===== config.mk =====
export PLATFORM = sky130hd
export DESIGN_NAME = magnetometer_heading_unit_flat
export DESIGN_NICKNAME = d
export VERILOG_FILES = /design/src/design/mhd_pkg.sv /design/src/design/mhd_stream_if.sv /design/src/design/magnetometer_heading_unit.sv /design/src/design/mhd_cordic_cell.sv /design/src/flat_wrapper.sv
export SDC_FILE = /design/constraint.sdc
export NUM_CORES = 2
export LEC_CHECK = 0
export BUFFER_PORTS_ARGS = -buffer_cell sky130_fd_sc_hd__buf_2
export CAP_MARGIN = 20
export CORE_ASPECT_RATIO = 2
export CORE_UTILIZATION = 35
export DETAILED_ROUTE_END_ITERATION = 7
export SLEW_MARGIN = 20
export SYNTH_ARGS = -nofsm -noshare
export SYNTH_HDL_FRONTEND = slang
export SYNTH_SLANG_ARGS = --single-unit

===== constraint.sdc =====
create_clock -name i_clk -period 14.9 [get_ports i_clk]
set_input_delay 2.235 -clock i_clk [delete_from_list [all_inputs] [get_ports i_clk]]
set_output_delay 2.235 -clock i_clk [all_outputs]
set_load 0.1 [all_outputs]

===== src/design/mhd_pkg.sv =====
// Shared types, constants and the arctangent table for the magnetometer heading unit.
package mhd_pkg;

    // Widths of the CORDIC datapath: inputs carry 24 fraction bits.
    localparam int ACC_FRAC = 24;
    localparam int XY_W     = 43;
    localparam int ACC_W    = 34;
    localparam int TABLE_LEN = 24;

    localparam logic signed [15:0] OVERFLOW_CODE = -16'sd4096;
    localparam logic [14:0]        COURSE_FULL   = 15'd23040;

    // Configuration register map (byte address of each register).
    localparam logic [0:0] ADDR_COMPASS_EN = 1'b0;

    typedef logic signed [XY_W-1:0]  t_xy;
    typedef logic signed [ACC_W-1:0] t_acc;

    localparam t_acc ACC_P90  = t_acc'(90)  <<< ACC_FRAC;
    localparam t_acc ACC_M90  = -ACC_P90;
    localparam t_acc ACC_FULL = t_acc'(360) <<< ACC_FRAC;

    // atan(2^-i) in degrees, 24 fraction bits.
    localparam t_acc ATAN_Q24 [TABLE_LEN] = '{
        34'sd754974720, 34'sd445687602, 34'sd235489088, 34'sd119537938,
        34'sd60000934,  34'sd30029717,  34'sd15018523,  34'sd7509720,
        34'sd3754917,   34'sd1877466,   34'sd938734,    34'sd469367,
        34'sd234684,    34'sd117342,    34'sd58671,     34'sd29335,
        34'sd14668,     34'sd7334,      34'sd3667,      34'sd1833,
        34'sd917,       34'sd458,       34'sd229,       34'sd115
    };

    typedef enum logic [1:0] {
        SRC_COMPASS = 2'd0,
        SRC_GPS     = 2'd1,
        SRC_HELD    = 2'd2
    } t_src;

    typedef struct packed {
        logic signed [15:0] mag_x;
        logic signed [15:0] mag_y;
        logic signed [15:0] mag_z;
        logic [14:0]        gps_course;
        logic               gps_fix;
    } t_sample;

    typedef struct packed {
        logic [14:0] heading;
        logic        compass_ok;
        t_src        heading_source;
    } t_result;

    // State handed from one CORDIC cell to the next.
    typedef struct packed {
        logic vld;
        t_xy  x;
        t_xy  y;
        t_acc acc;
    } t_cell;

endpackage


===== src/design/mhd_stream_if.sv =====
// Valid/ready stream interface carrying one payload item.
interface mhd_stream_if #(
    parameter type T = logic
) ();
    logic valid;
    logic ready;
    T     data;

    modport source (output valid, output data, input ready);
    modport sink   (input valid, input data, output ready);
endinterface


===== src/design/magnetometer_heading_unit.sv =====
// Magnetometer heading unit: CORDIC atan2 heading with GPS course fallback.
//
// One sample is processed at a time. An accepted sample enters a chain of
// CORDIC_ITERATIONS registered cells, one micro-rotation per cell; the
// heading is then registered in a holding register and moved on to the
// output register. The input stays closed while the chain runs and while the
// result waits in the holding register to move into the output register. A
// finished result waits in a holding register and the output register, so
// the next sample can be taken while the previous result is still unread.
// Heading is degrees times 2^HEADING_FRAC_BITS; on a failed compass read
// (compass disabled or any axis at -4096) the GPS course is used when there
// is a fix, otherwise the last heading is held. compass_enabled is the only
// register (address 0); the user must write it only while the unit is idle,
// and the block itself does not enforce this.
module magnetometer_heading_unit #(
    parameter int CORDIC_ITERATIONS = 16,
    parameter int HEADING_FRAC_BITS = 6
) (
    input  logic         i_clk,
    input  logic         i_rst_n,
    mhd_stream_if.sink   i_sample,
    mhd_stream_if.source o_result,
    input  logic         psel,
    input  logic         penable,
    input  logic         pwrite,
    input  logic [0:0]   paddr,
    input  logic [31:0]  pwdata,
    output logic [31:0]  prdata,
    output logic         pready
);

    localparam int AW  = mhd_pkg::ACC_W;
    localparam int RSH = mhd_pkg::ACC_FRAC - HEADING_FRAC_BITS;
    localparam int SHL = (HEADING_FRAC_BITS >= 6) ? HEADING_FRAC_BITS - 6 : 0;
    localparam int SHR = (HEADING_FRAC_BITS >= 6) ? 0 : 6 - HEADING_FRAC_BITS;
    localparam logic [AW-1:0] HALF = AW'(1) << (RSH - 1);
    localparam logic [AW-1:0] LIM  = AW'(360) << HEADING_FRAC_BITS;

    mhd_pkg::t_sample smp;
    mhd_pkg::t_cell   chain [CORDIC_ITERATIONS+1];
    mhd_pkg::t_cell   last_cell;

    logic              accept;
    logic              cfg_wr;
    logic              compass_ok;
    logic              vec_zero;
    logic signed [16:0] ax;
    logic signed [16:0] ay;
    logic signed [16:0] px;
    logic signed [16:0] py;
    mhd_pkg::t_acc     pacc;
    logic [14:0]       course_red;
    logic [24:0]       course_wide;
    logic [14:0]       course_h;
    mhd_pkg::t_acc     acc_pos;
    logic [AW-1:0]     rnd;
    logic [AW-1:0]     rsh;
    logic [AW-1:0]     rwrap;
    logic [14:0]       n_heading;
    mhd_pkg::t_src     n_src;
    logic              take_out;

    logic              r_cfg_en;
    logic              r_busy;
    logic              r_pend;
    logic              r_out_vld;
    logic              r_ok;
    logic              r_zero;
    logic              r_fix;
    logic [14:0]       r_course_h;
    logic [14:0]       r_last;
    mhd_pkg::t_result  r_res;
    mhd_pkg::t_result  r_out;

    assign smp    = i_sample.data;
    assign accept = i_sample.valid && i_sample.ready;
    assign i_sample.ready = !r_busy && !r_pend;

    // ---- configuration port ----
    assign pready = 1'b1;
    assign cfg_wr = psel && penable && pwrite && (paddr == mhd_pkg::ADDR_COMPASS_EN);
    assign prdata = (paddr == mhd_pkg::ADDR_COMPASS_EN) ? {31'b0, r_cfg_en} : 32'b0;

    // ---- request decode ----
    assign compass_ok = r_cfg_en && (smp.mag_x != mhd_pkg::OVERFLOW_CODE)
                        && (smp.mag_y != mhd_pkg::OVERFLOW_CODE)
                        && (smp.mag_z != mhd_pkg::OVERFLOW_CODE);
    assign vec_zero   = (smp.mag_x == 16'sd0) && (smp.mag_y == 16'sd0);

    assign ax = 17'(smp.mag_x);
    assign ay = 17'(smp.mag_y);

    // left half plane: rotate by +-90 degrees first
    always_comb begin
        if (ax < 0) begin
            if (ay >= 0) begin
                px   = ay;
                py   = -ax;
                pacc = mhd_pkg::ACC_P90;
            end else begin
                px   = -ay;
                py   = ax;
                pacc = mhd_pkg::ACC_M90;
            end
        end else begin
            px   = ax;
            py   = ay;
            pacc = '0;
        end
    end

    assign chain[0].vld = accept;
    assign chain[0].x   = {{(mhd_pkg::XY_W - 17 - mhd_pkg::ACC_FRAC){px[16]}}, px,
                           {mhd_pkg::ACC_FRAC{1'b0}}};
    assign chain[0].y   = {{(mhd_pkg::XY_W - 17 - mhd_pkg::ACC_FRAC){py[16]}}, py,
                           {mhd_pkg::ACC_FRAC{1'b0}}};
    assign chain[0].acc = pacc;

    genvar g;
    generate
        for (g = 0; g < CORDIC_ITERATIONS; g++) begin : g_cell
            mhd_cordic_cell #(
                .STEP (g)
            ) u_cell (
                .i_clk   (i_clk),
                .i_rst_n (i_rst_n),
                .i_prev  (chain[g]),
                .o_next  (chain[g+1])
            );
        end
    endgenerate

    assign last_cell = chain[CORDIC_ITERATIONS];

    // ---- GPS course rescale ----
    assign course_red  = (smp.gps_course >= mhd_pkg::COURSE_FULL)
                         ? smp.gps_course - mhd_pkg::COURSE_FULL : smp.gps_course;
    assign course_wide = ({10'b0, course_red} << SHL) >> SHR;
    assign course_h    = course_wide[14:0];

    // ---- angle to heading ----
    assign acc_pos = (last_cell.acc < 0) ? last_cell.acc + mhd_pkg::ACC_FULL
                                         : last_cell.acc;
    assign rnd     = AW'(acc_pos) + HALF;
    assign rsh     = rnd >> RSH;
    assign rwrap   = (rsh >= LIM) ? rsh - LIM : rsh;

    always_comb begin
        if (r_ok) begin
            n_heading = r_zero ? 15'd0 : rwrap[14:0];
            n_src     = mhd_pkg::SRC_COMPASS;
        end else if (r_fix) begin
            n_heading = r_course_h;
            n_src     = mhd_pkg::SRC_GPS;
        end else begin
            n_heading = r_last;
            n_src     = mhd_pkg::SRC_HELD;
        end
    end

    assign take_out = r_pend && (!r_out_vld || o_result.ready);

    // ---- control ----
    always_ff @(posedge i_clk) begin
        if (!i_rst_n) begin
            r_cfg_en  <= 1'b0;
            r_busy    <= 1'b0;
            r_pend    <= 1'b0;
            r_out_vld <= 1'b0;
            r_last    <= '0;
        end else begin
            if (cfg_wr) begin
                r_cfg_en <= pwdata[0];
            end
            if (accept) begin
                r_busy <= 1'b1;
            end else if (last_cell.vld) begin
                r_busy <= 1'b0;
            end
            if (last_cell.vld) begin
                r_pend <= 1'b1;
                if (r_ok || r_fix) begin
                    r_last <= n_heading;
                end
            end else if (take_out) begin
                r_pend <= 1'b0;
            end
            if (take_out) begin
                r_out_vld <= 1'b1;
            end else if (o_result.ready) begin
                r_out_vld <= 1'b0;
            end
        end
    end

    // ---- payload ----
    always_ff @(posedge i_clk) begin
        if (accept) begin
            r_ok       <= compass_ok;
            r_zero     <= vec_zero;
            r_fix      <= smp.gps_fix;
            r_course_h <= course_h;
        end
        if (last_cell.vld) begin
            r_res.heading        <= n_heading;
            r_res.compass_ok     <= r_ok;
            r_res.heading_source <= n_src;
        end
        if (take_out) begin
            r_out <= r_res;
        end
    end

    assign o_result.valid = r_out_vld;
    assign o_result.data  = r_out;

endmodule


===== src/design/mhd_cordic_cell.sv =====
// One vectoring CORDIC micro-rotation, registered, fixed shift per cell.
module mhd_cordic_cell #(
    parameter int STEP = 0
) (
    input  logic                 i_clk,
    input  logic                 i_rst_n,
    input  mhd_pkg::t_cell       i_prev,
    output mhd_pkg::t_cell       o_next
);

    mhd_pkg::t_xy  dx;
    mhd_pkg::t_xy  dy;
    mhd_pkg::t_xy  n_x;
    mhd_pkg::t_xy  n_y;
    mhd_pkg::t_acc n_acc;
    logic          r_vld;
    mhd_pkg::t_xy  r_x;
    mhd_pkg::t_xy  r_y;
    mhd_pkg::t_acc r_acc;

    // arithmetic shifts floor toward minus infinity
    assign dx = i_prev.y >>> STEP;
    assign dy = i_prev.x >>> STEP;

    always_comb begin
        if (i_prev.y > 0) begin
            n_x   = i_prev.x + dx;
            n_y   = i_prev.y - dy;
            n_acc = i_prev.acc + mhd_pkg::ATAN_Q24[STEP];
        end else begin
            n_x   = i_prev.x - dx;
            n_y   = i_prev.y + dy;
            n_acc = i_prev.acc - mhd_pkg::ATAN_Q24[STEP];
        end
    end

    always_ff @(posedge i_clk) begin
        if (!i_rst_n) begin
            r_vld <= 1'b0;
        end else begin
            r_vld <= i_prev.vld;
        end
    end

    always_ff @(posedge i_clk) begin
        r_x   <= n_x;
        r_y   <= n_y;
        r_acc <= n_acc;
    end

    assign o_next.vld = r_vld;
    assign o_next.x   = r_x;
    assign o_next.y   = r_y;
    assign o_next.acc = r_acc;

endmodule


===== src/flat_wrapper.sv =====
// flat-port wrapper written by rule: the top's interface ports become plain ports
module magnetometer_heading_unit_flat 
#(
    parameter int CORDIC_ITERATIONS = 16,
    parameter int HEADING_FRAC_BITS = 6
)
  (i_clk, i_rst_n, psel, penable, pwrite, paddr, pwdata, prdata, pready, i_sample_valid, i_sample_data, i_sample_ready, o_result_valid, o_result_data, o_result_ready);
  mhd_stream_if #(.T(mhd_pkg::t_sample)) i_sample_i ();
  mhd_stream_if #(.T(mhd_pkg::t_result)) o_result_i ();
  input  logic i_clk;
  input  logic i_rst_n;
  input  logic psel;
  input  logic penable;
  input  logic pwrite;
  input  logic [0:0] paddr;
  input  logic [31:0] pwdata;
  output logic [31:0] prdata;
  output logic pready;
  input wire logic [$bits(i_sample_i.valid)-1:0] i_sample_valid;
  input wire logic [$bits(i_sample_i.data)-1:0] i_sample_data;
  output wire logic [$bits(i_sample_i.ready)-1:0] i_sample_ready;
  output wire logic [$bits(o_result_i.valid)-1:0] o_result_valid;
  output wire logic [$bits(o_result_i.data)-1:0] o_result_data;
  input wire logic [$bits(o_result_i.ready)-1:0] o_result_ready;
  assign i_sample_i.valid = i_sample_valid;
  assign i_sample_i.data = i_sample_data;
  assign i_sample_ready = i_sample_i.ready;
  assign o_result_valid = o_result_i.valid;
  assign o_result_data = o_result_i.data;
  assign o_result_i.ready = o_result_ready;
  magnetometer_heading_unit #(.CORDIC_ITERATIONS(CORDIC_ITERATIONS), .HEADING_FRAC_BITS(HEADING_FRAC_BITS)) u_core (.i_clk(i_clk), .i_rst_n(i_rst_n), .i_sample(i_sample_i), .o_result(o_result_i), .psel(psel), .penable(penable), .pwrite(pwrite), .paddr(paddr), .pwdata(pwdata), .prdata(prdata), .pready(pready));
endmodule

### After elaboration in Yosys (flattened, before gate mapping)

Cells that the tools add are included.

| word-level totals | value |
|---|---|
| bits in registers | 1,880 |
| bits in latches | 0 |
| memory bits (writable) | 0 |
| memory bits (read-only) | 0 |
| output and inout bits | 53 |
| logic and storage cells | 282 |
| memories kept | 0 |

| operators by class | value |
|---|---|
| add/subtract/negate cells | 95 |
| multiply operators | 0 |
| div/mod/pow operators | 0 |
| order comparisons | 21 |
| equal/unequal tests | 3 |
| shift operators | 0 |
| multiplexer cells | 65 |
| bitwise gates (word level) | 1 |
| reductions and logical operators | 21 |

Operator list:

| cell | number |
|---|---|
| 43-bit two-way mux | 29 |
| 34-bit two-way mux | 19 |
| 43-bit by 1-bit > comparator with 1-bit output (second input constant) | 15 |
| 43-bit by 30-bit adder with 43-bit output | 2 |
| 43-bit by 31-bit adder with 43-bit output | 2 |
| 43-bit by 32-bit adder with 43-bit output | 2 |
| 43-bit by 33-bit adder with 43-bit output | 2 |
| 43-bit by 34-bit adder with 43-bit output | 2 |
| 43-bit by 35-bit adder with 43-bit output | 2 |
| 43-bit by 36-bit adder with 43-bit output | 2 |
| 43-bit by 37-bit adder with 43-bit output | 2 |
| 43-bit by 38-bit adder with 43-bit output | 2 |
| 43-bit by 39-bit adder with 43-bit output | 2 |
| 43-bit by 40-bit adder with 43-bit output | 2 |
| 43-bit by 41-bit adder with 43-bit output | 2 |
| 43-bit by 42-bit adder with 43-bit output | 2 |
| 43-bit by 30-bit subtractor with 43-bit output | 2 |
| 43-bit by 31-bit subtractor with 43-bit output | 2 |
| 43-bit by 32-bit subtractor with 43-bit output | 2 |
| 43-bit by 33-bit subtractor with 43-bit output | 2 |
| 43-bit by 34-bit subtractor with 43-bit output | 2 |
| 43-bit by 35-bit subtractor with 43-bit output | 2 |
| 43-bit by 36-bit subtractor with 43-bit output | 2 |
| 43-bit by 37-bit subtractor with 43-bit output | 2 |
| 62 further kinds | 101 |

### Longest topological paths before layout

| depth | value |
|---|---|
| word-level depth | 7 |
| gate-level depth with buffers | 28 |

### Hierarchy

A second synthesis with hierarchy kept.

| unflattened totals | value |
|---|---|
| cell total of the unflattened synthesis | 20,666 |
| area, all modules | 168,141.3 um^2 |

Modules (own cells, without submodules):

| module | times used | cells each | area an instance (um^2) |
|---|---|---|---|
| mhd_cordic_cell at u_core.g_cell[6].u_cell | 1 | 1,363 | 10,706.5 |
| mhd_cordic_cell at u_core.g_cell[0].u_cell | 1 | 1,394 | 10,591.4 |
| mhd_cordic_cell at u_core.g_cell[2].u_cell | 1 | 1,305 | 10,468.8 |
| mhd_cordic_cell at u_core.g_cell[5].u_cell | 1 | 1,298 | 10,413.7 |
| mhd_cordic_cell at u_core.g_cell[3].u_cell | 1 | 1,263 | 10,299.9 |
| mhd_cordic_cell at u_core.g_cell[1].u_cell | 1 | 1,251 | 10,296.1 |
| mhd_cordic_cell at u_core.g_cell[10].u_cell | 1 | 1,272 | 10,269.8 |
| mhd_cordic_cell at u_core.g_cell[8].u_cell | 1 | 1,258 | 10,259.8 |
| mhd_cordic_cell at u_core.g_cell[9].u_cell | 1 | 1,242 | 10,095.9 |
| mhd_cordic_cell at u_core.g_cell[11].u_cell | 1 | 1,210 | 10,050.9 |
| mhd_cordic_cell at u_core.g_cell[13].u_cell | 1 | 1,230 | 10,028.4 |
| mhd_cordic_cell at u_core.g_cell[14].u_cell | 1 | 1,214 | 10,028.4 |
| mhd_cordic_cell at u_core.g_cell[12].u_cell | 1 | 1,211 | 10,005.8 |
| mhd_cordic_cell at u_core.g_cell[15].u_cell | 1 | 1,215 | 9,968.3 |
| 3 more rows | - | - | - |

### Worst setup path after synthesis

No wires, ideal clock.

| timing path | value |
|---|---|
| path kind | reg2reg |
| start | reg u_core.g_cell[9].u_cell.r_y[22] |
| end | reg u_core.g_cell[10].u_cell.r_y[41] |
| setup time | 0.123 ns |
| data arrival time | 6.811 ns |
| slack | 7.966 ns |
| cell stages (with the launch flop) | 28 |
| buffers on the path | 3 |
| clock period less this slack | 6.934 ns |
| path through | dfxtp_1 -> or4_4 -> or4_1 -> or2_4 -> nor3_4 -> and3_1 -> and2_1 -> buf_4 -> or3b_1 -> buf_2 -> and2b_4 -> clkinv_4 -> clkbuf_1 -> nor2_1 -> xnor2_1 -> ha_1 -> o21a_1 -> o21ai_0 -> o31ai_1 -> o31ai_1 -> o31a_1 -> o31ai_1 -> o41ai_1 -> o21ai_0 -> nor2b_1 -> a311oi_1 -> a21oi_1 -> xor2_1 |

| on the way | value |
|---|---|
| cells in the longest elaborated chain, start to end | 2 |
| elaborated cells between the ends (all ways) | 4 |
| those cells by class | add/sub (2); order compare (1); mux (1) |

RTL lines:

| what | RTL line | source |
|---|---|---|
| start, declared | mhd_cordic_cell.sv:18 | `mhd_pkg::t_xy r_y;` |
| start signal, assigned | mhd_cordic_cell.sv:47 | `r_y <= n_y;` |
| 43-bit by 33-bit adder with 43-bit output, or another cell as far along | mhd_cordic_cell.sv:32 | `n_y = i_prev.y + dy;` |
| 43-bit two-way mux (*) | mhd_cordic_cell.sv:26 | `if (i_prev.y > 0) begin` |
| named net u_core.g_cell[10].u_cell.n_y[41] | mhd_cordic_cell.sv:14 | `mhd_pkg::t_xy n_y;` |
| end signal, assigned | mhd_cordic_cell.sv:47 |  |
| end, declared | mhd_cordic_cell.sv:18 |  |

The timed path passes the listed nets; every way through them passes the cells marked *.
A chain may end at the register's enable or synchronous reset.

### Final worst setup path

| timing path | value |
|---|---|
| start | reg u_core.g_cell[8].u_cell.r_y[11] |
| end | reg u_core.g_cell[9].u_cell.r_x[40] |

| on the way | value |
|---|---|
| cells in the longest elaborated chain, start to end | 2 |
| elaborated cells between the ends (all ways) | 4 |
| those cells by class | add/sub (2); order compare (1); mux (1) |

RTL lines:

| what | RTL line | source |
|---|---|---|
| start, declared | mhd_cordic_cell.sv:18 |  |
| start signal, assigned | mhd_cordic_cell.sv:47 |  |
| 43-bit by 34-bit subtractor with 43-bit output, or another cell as far along | mhd_cordic_cell.sv:31 | `n_x = i_prev.x - dx;` |
| 43-bit two-way mux (*) | mhd_cordic_cell.sv:26 |  |
| named net u_core.g_cell[9].u_cell.n_x[40] | mhd_cordic_cell.sv:13 | `mhd_pkg::t_xy n_x;` |
| end signal, assigned | mhd_cordic_cell.sv:46 | `r_x <= n_x;` |
| end, declared | mhd_cordic_cell.sv:17 | `mhd_pkg::t_xy r_x;` |

Marked as above.

==> impl_metrics.tcl <==
set metrics [dict create \
    clk_pin_slew_worst_paths_ns 0.06 \
    routed-via-count 101000 \
    cp.arrival_ns 11.24 \
    clock_skew_ns 0.0925 \
    hold_depth 0 \
    synth_edf_count 54 \
    cts.sinks 1547 \
    post-dp-hpwl_mm 306 \
    wl_per_cell_um 19.7 \
    post_cts_buffers 0 \
    max_stage_delay_ns 1.03 \
    wl_mm 369 \
    synth_cell_type_count 105 \
    critical_path.cell_chain "or4_1 > nand3b_1 > or4_1 > nor3_1 > nand2_1 > nor2_1 > nand4_1 > nor2b_4 > buf_4 > mux2i_1 > fa_1 > a21oi_1 > a2bb2oi_1 > o31ai_1 > o21ai_0 > a2111oi_0 > o31ai_1 > o211ai_1 > and4_1 > or3_1 > a31o_2 > a21oi_1 > xnor2_1" \
    grt_max_degree 70 \
    status "completed" \
    nets 15600 \
    hold_end "u_core.g_cell[7].u_cell.r_acc[2]" \
    slew-limit-headroom_pct 14.4 \
    rsz0062_at_grt "false" \
    netlist.area_leader.share_pct 25.5 \
    cts_resized 0 \
    postCtsHoldBufs 0 \
    report.final.slew_viol_count 0 \
    syn_area_mm2 0.117 \
    grt_pass1_vias 103000 \
    cts_buffers 171 \
    cpMaxStageDelayCell "nand4_1" \
    postSynthCellCount 13900 \
    worstHoldPathType "reg -> reg" \
    yosysTopAreaCell "dfxtp_1" \
    tightest_slew_ns 1.27 \
    critical_path_class "reg -> reg" \
    clock_latency_ns 0.90 \
    yosysWarnings 0 \
    netlist_top_cells_area "dfxtp_1, ha_1, xnor2_1, a21oi_1, xor2_1" \
    finalSetupTns_ns 0 \
    drtAntennaViolNets 0 \
    avgSynthCellArea_um2 8.40 \
    syn_to_final_growth_pct 10.3 \
    yosys-top-cells-count "dfxtp_1, ha_1, xnor2_1, nor2_1, a21oi_1" \
    fin_crit_sh_pct 70.4 \
    drc_errors 0 \
    core_mm2 0.332 \
    vias_per_cell 5.38 \
    max_freq_ghz 0.0953 \
    grt_usage_pct 21.3 \
    die_w_um 411 \
    min-delay-start "u_core.g_cell[6].u_cell.r_acc[2]" \
    reg2regPathDepth 23 \
    antenna_found_initial 15 \
    io_pins 157 \
    utilization_pct 38.9 \
    cap_viol_max_count 0 \
    synthArstFlopShare_pct 0 \
    crit_required_ns 15.65 \
    port_buffers 93 \
    final.fill_count 34000 \
    clk_path_buf_depth 4 \
    die_y_um 820 \
    crit_fanout 69 \
    ys_seq_elements 1547 \
    clock-root-buffer "clkbuf_16" \
    critPathLaunchType "register" \
    worstSetupEndpointType "register" \
    std_cell_rows 299 \
    drtIter0Drc 3949 \
    first_pass_iters 8 \
    setup_viol 0 \
    period_minus_slack_ns 10.49 \
    reg2reg_to "u_core.g_cell[9].u_cell.r_x[40]" \
    hold_viol 0 \
    grt_pass1_wl_mm 557 \
    grt_overflow_total 0 \
    synth.most_common_cell "dfxtp_1" \
    start_util_pct 35.3 \
    synth_ff_type "dfxtp_1" \
    r2r_slack_ns 4.41 \
    yosysSeqAreaShare_pct 26.9 \
    reg2reg_from "u_core.g_cell[8].u_cell.r_y[11]" \
    drive_above_1_share_pct 4.53 \
    fp.dieArea_mm2 0.337 \
    htree_num_levels 4 \
    gp_congestion 1.04 \
    cts_tree "done" \
]
cells by family after synthesis:
| logic type | synth area share (%) |
|---|---|
| adders and majority gates | 16.0 |
| buffers and inverters | 2.75 |
| muxes | 0.525 |
| DFF | 26.9 |
| AOI/OAI and AO/OA | 22.2 |
| and+or+nand+nor | 16.8 |
| xor gates and xnor gates | 14.8 |
| other | 0.00642 |
routing by layer:
metal	GRT usage, %	share of wire, %	up-vias	routed length [um]
li1	-	-	50900	-
met1	14.4	28	46100	103000
met2	44.0	56	2101	207000
met3	2.62	2.7	1543	9920
met4	25.4	14	2	49900
met5	0	0.0054	-	20
per-stage QoR:
stage,instances,hold WS [ns],setup WS [ns],area [um2]
6_report,18700,0.318,4.41,129000
3_5_place_dp,18300,0.314,4.72,123000
4_1_cts,18600,0.316,4.63,129000
5_1_grt,18700,0.325,4.25,129000
2_1_floorplan,14000,0.310,7.97,117000
3_3_place_gp,18300,0.316,4.76,123000
worst max-delay path by stage:
stage | from | end | slack, ns
after floorplan | u_core.g_cell[9].u_cell.r_y[22] | u_core.g_cell[10].u_cell.r_y[41] | 7.97
after global placement | u_core.g_cell[8].u_cell.r_y[11] | u_core.g_cell[9].u_cell.r_x[40] | 4.76
after detailed placement | u_core.g_cell[8].u_cell.r_y[11] | u_core.g_cell[9].u_cell.r_x[40] | 4.72
after CTS | u_core.g_cell[8].u_cell.r_y[11] | u_core.g_cell[9].u_cell.r_x[40] | 4.63
after global routing | u_core.g_cell[8].u_cell.r_y[11] | u_core.g_cell[9].u_cell.r_x[40] | 4.25
final | u_core.g_cell[8].u_cell.r_y[11] | u_core.g_cell[9].u_cell.r_x[40] | 4.41
layout make-up:
type	instances	area [um2]	area share [%]
clock buffer	230	4840	3.75
clock inverter	67	833	0.646
antenna	156	390	0.303
tap	4364	5460	4.23
multi-input combinational	11600	82600	64.1
timing repair buffer	198	1270	0.984
sequential	1547	31500	24.4
inverter	552	2080	1.61
layout by cell type (no fill, tap or decap), drive strengths merged, types with 402 or more instances in the layout:
cell	instances
nor3	402
inv	553
dfxtp	1493
o21ai	836
nand2	772
xnor2	1332
a21o	535
xor2	640
nor2	1198
a21oi	1183
ha	1435
critical path, delay by kind of cell, from the launching register on:
kind | cells | cell delay [ns]
adders and majority gates | 1 | 0.50
muxes | 1 | 0.28
DFF | 1 | 0.35
xor gates and xnor gates | 1 | 0.13
AOI/OAI and AO/OA | 9 | 3.24
and+or+nand+nor | 10 | 5.38
buffers and inverters | 1 | 0.37
registers in the layout (all words and copies together), names as in the netlist:
signal and cells:
u_core.r_cfg_en 1, u_core.o_result.valid 1, u_core.r_fix 1, u_core.r_res 18, u_core.r_zero 1, u_core.g_cell.u_cell.r_acc 458, u_core.o_result.data 18, u_core.r_ok 1
u_core.g_cell.u_cell.r_y 528, u_core.r_course_h 15, u_core.r_busy 1, u_core.r_pend 1, u_core.g_cell.u_cell.r_x 472, u_core.g_cell.u_cell.r_vld 16, u_core.r_last 15
Power is left out: the tool's default activity adds up to more than one toggle a clock period on the data nets, which glitch-free logic cannot reach.
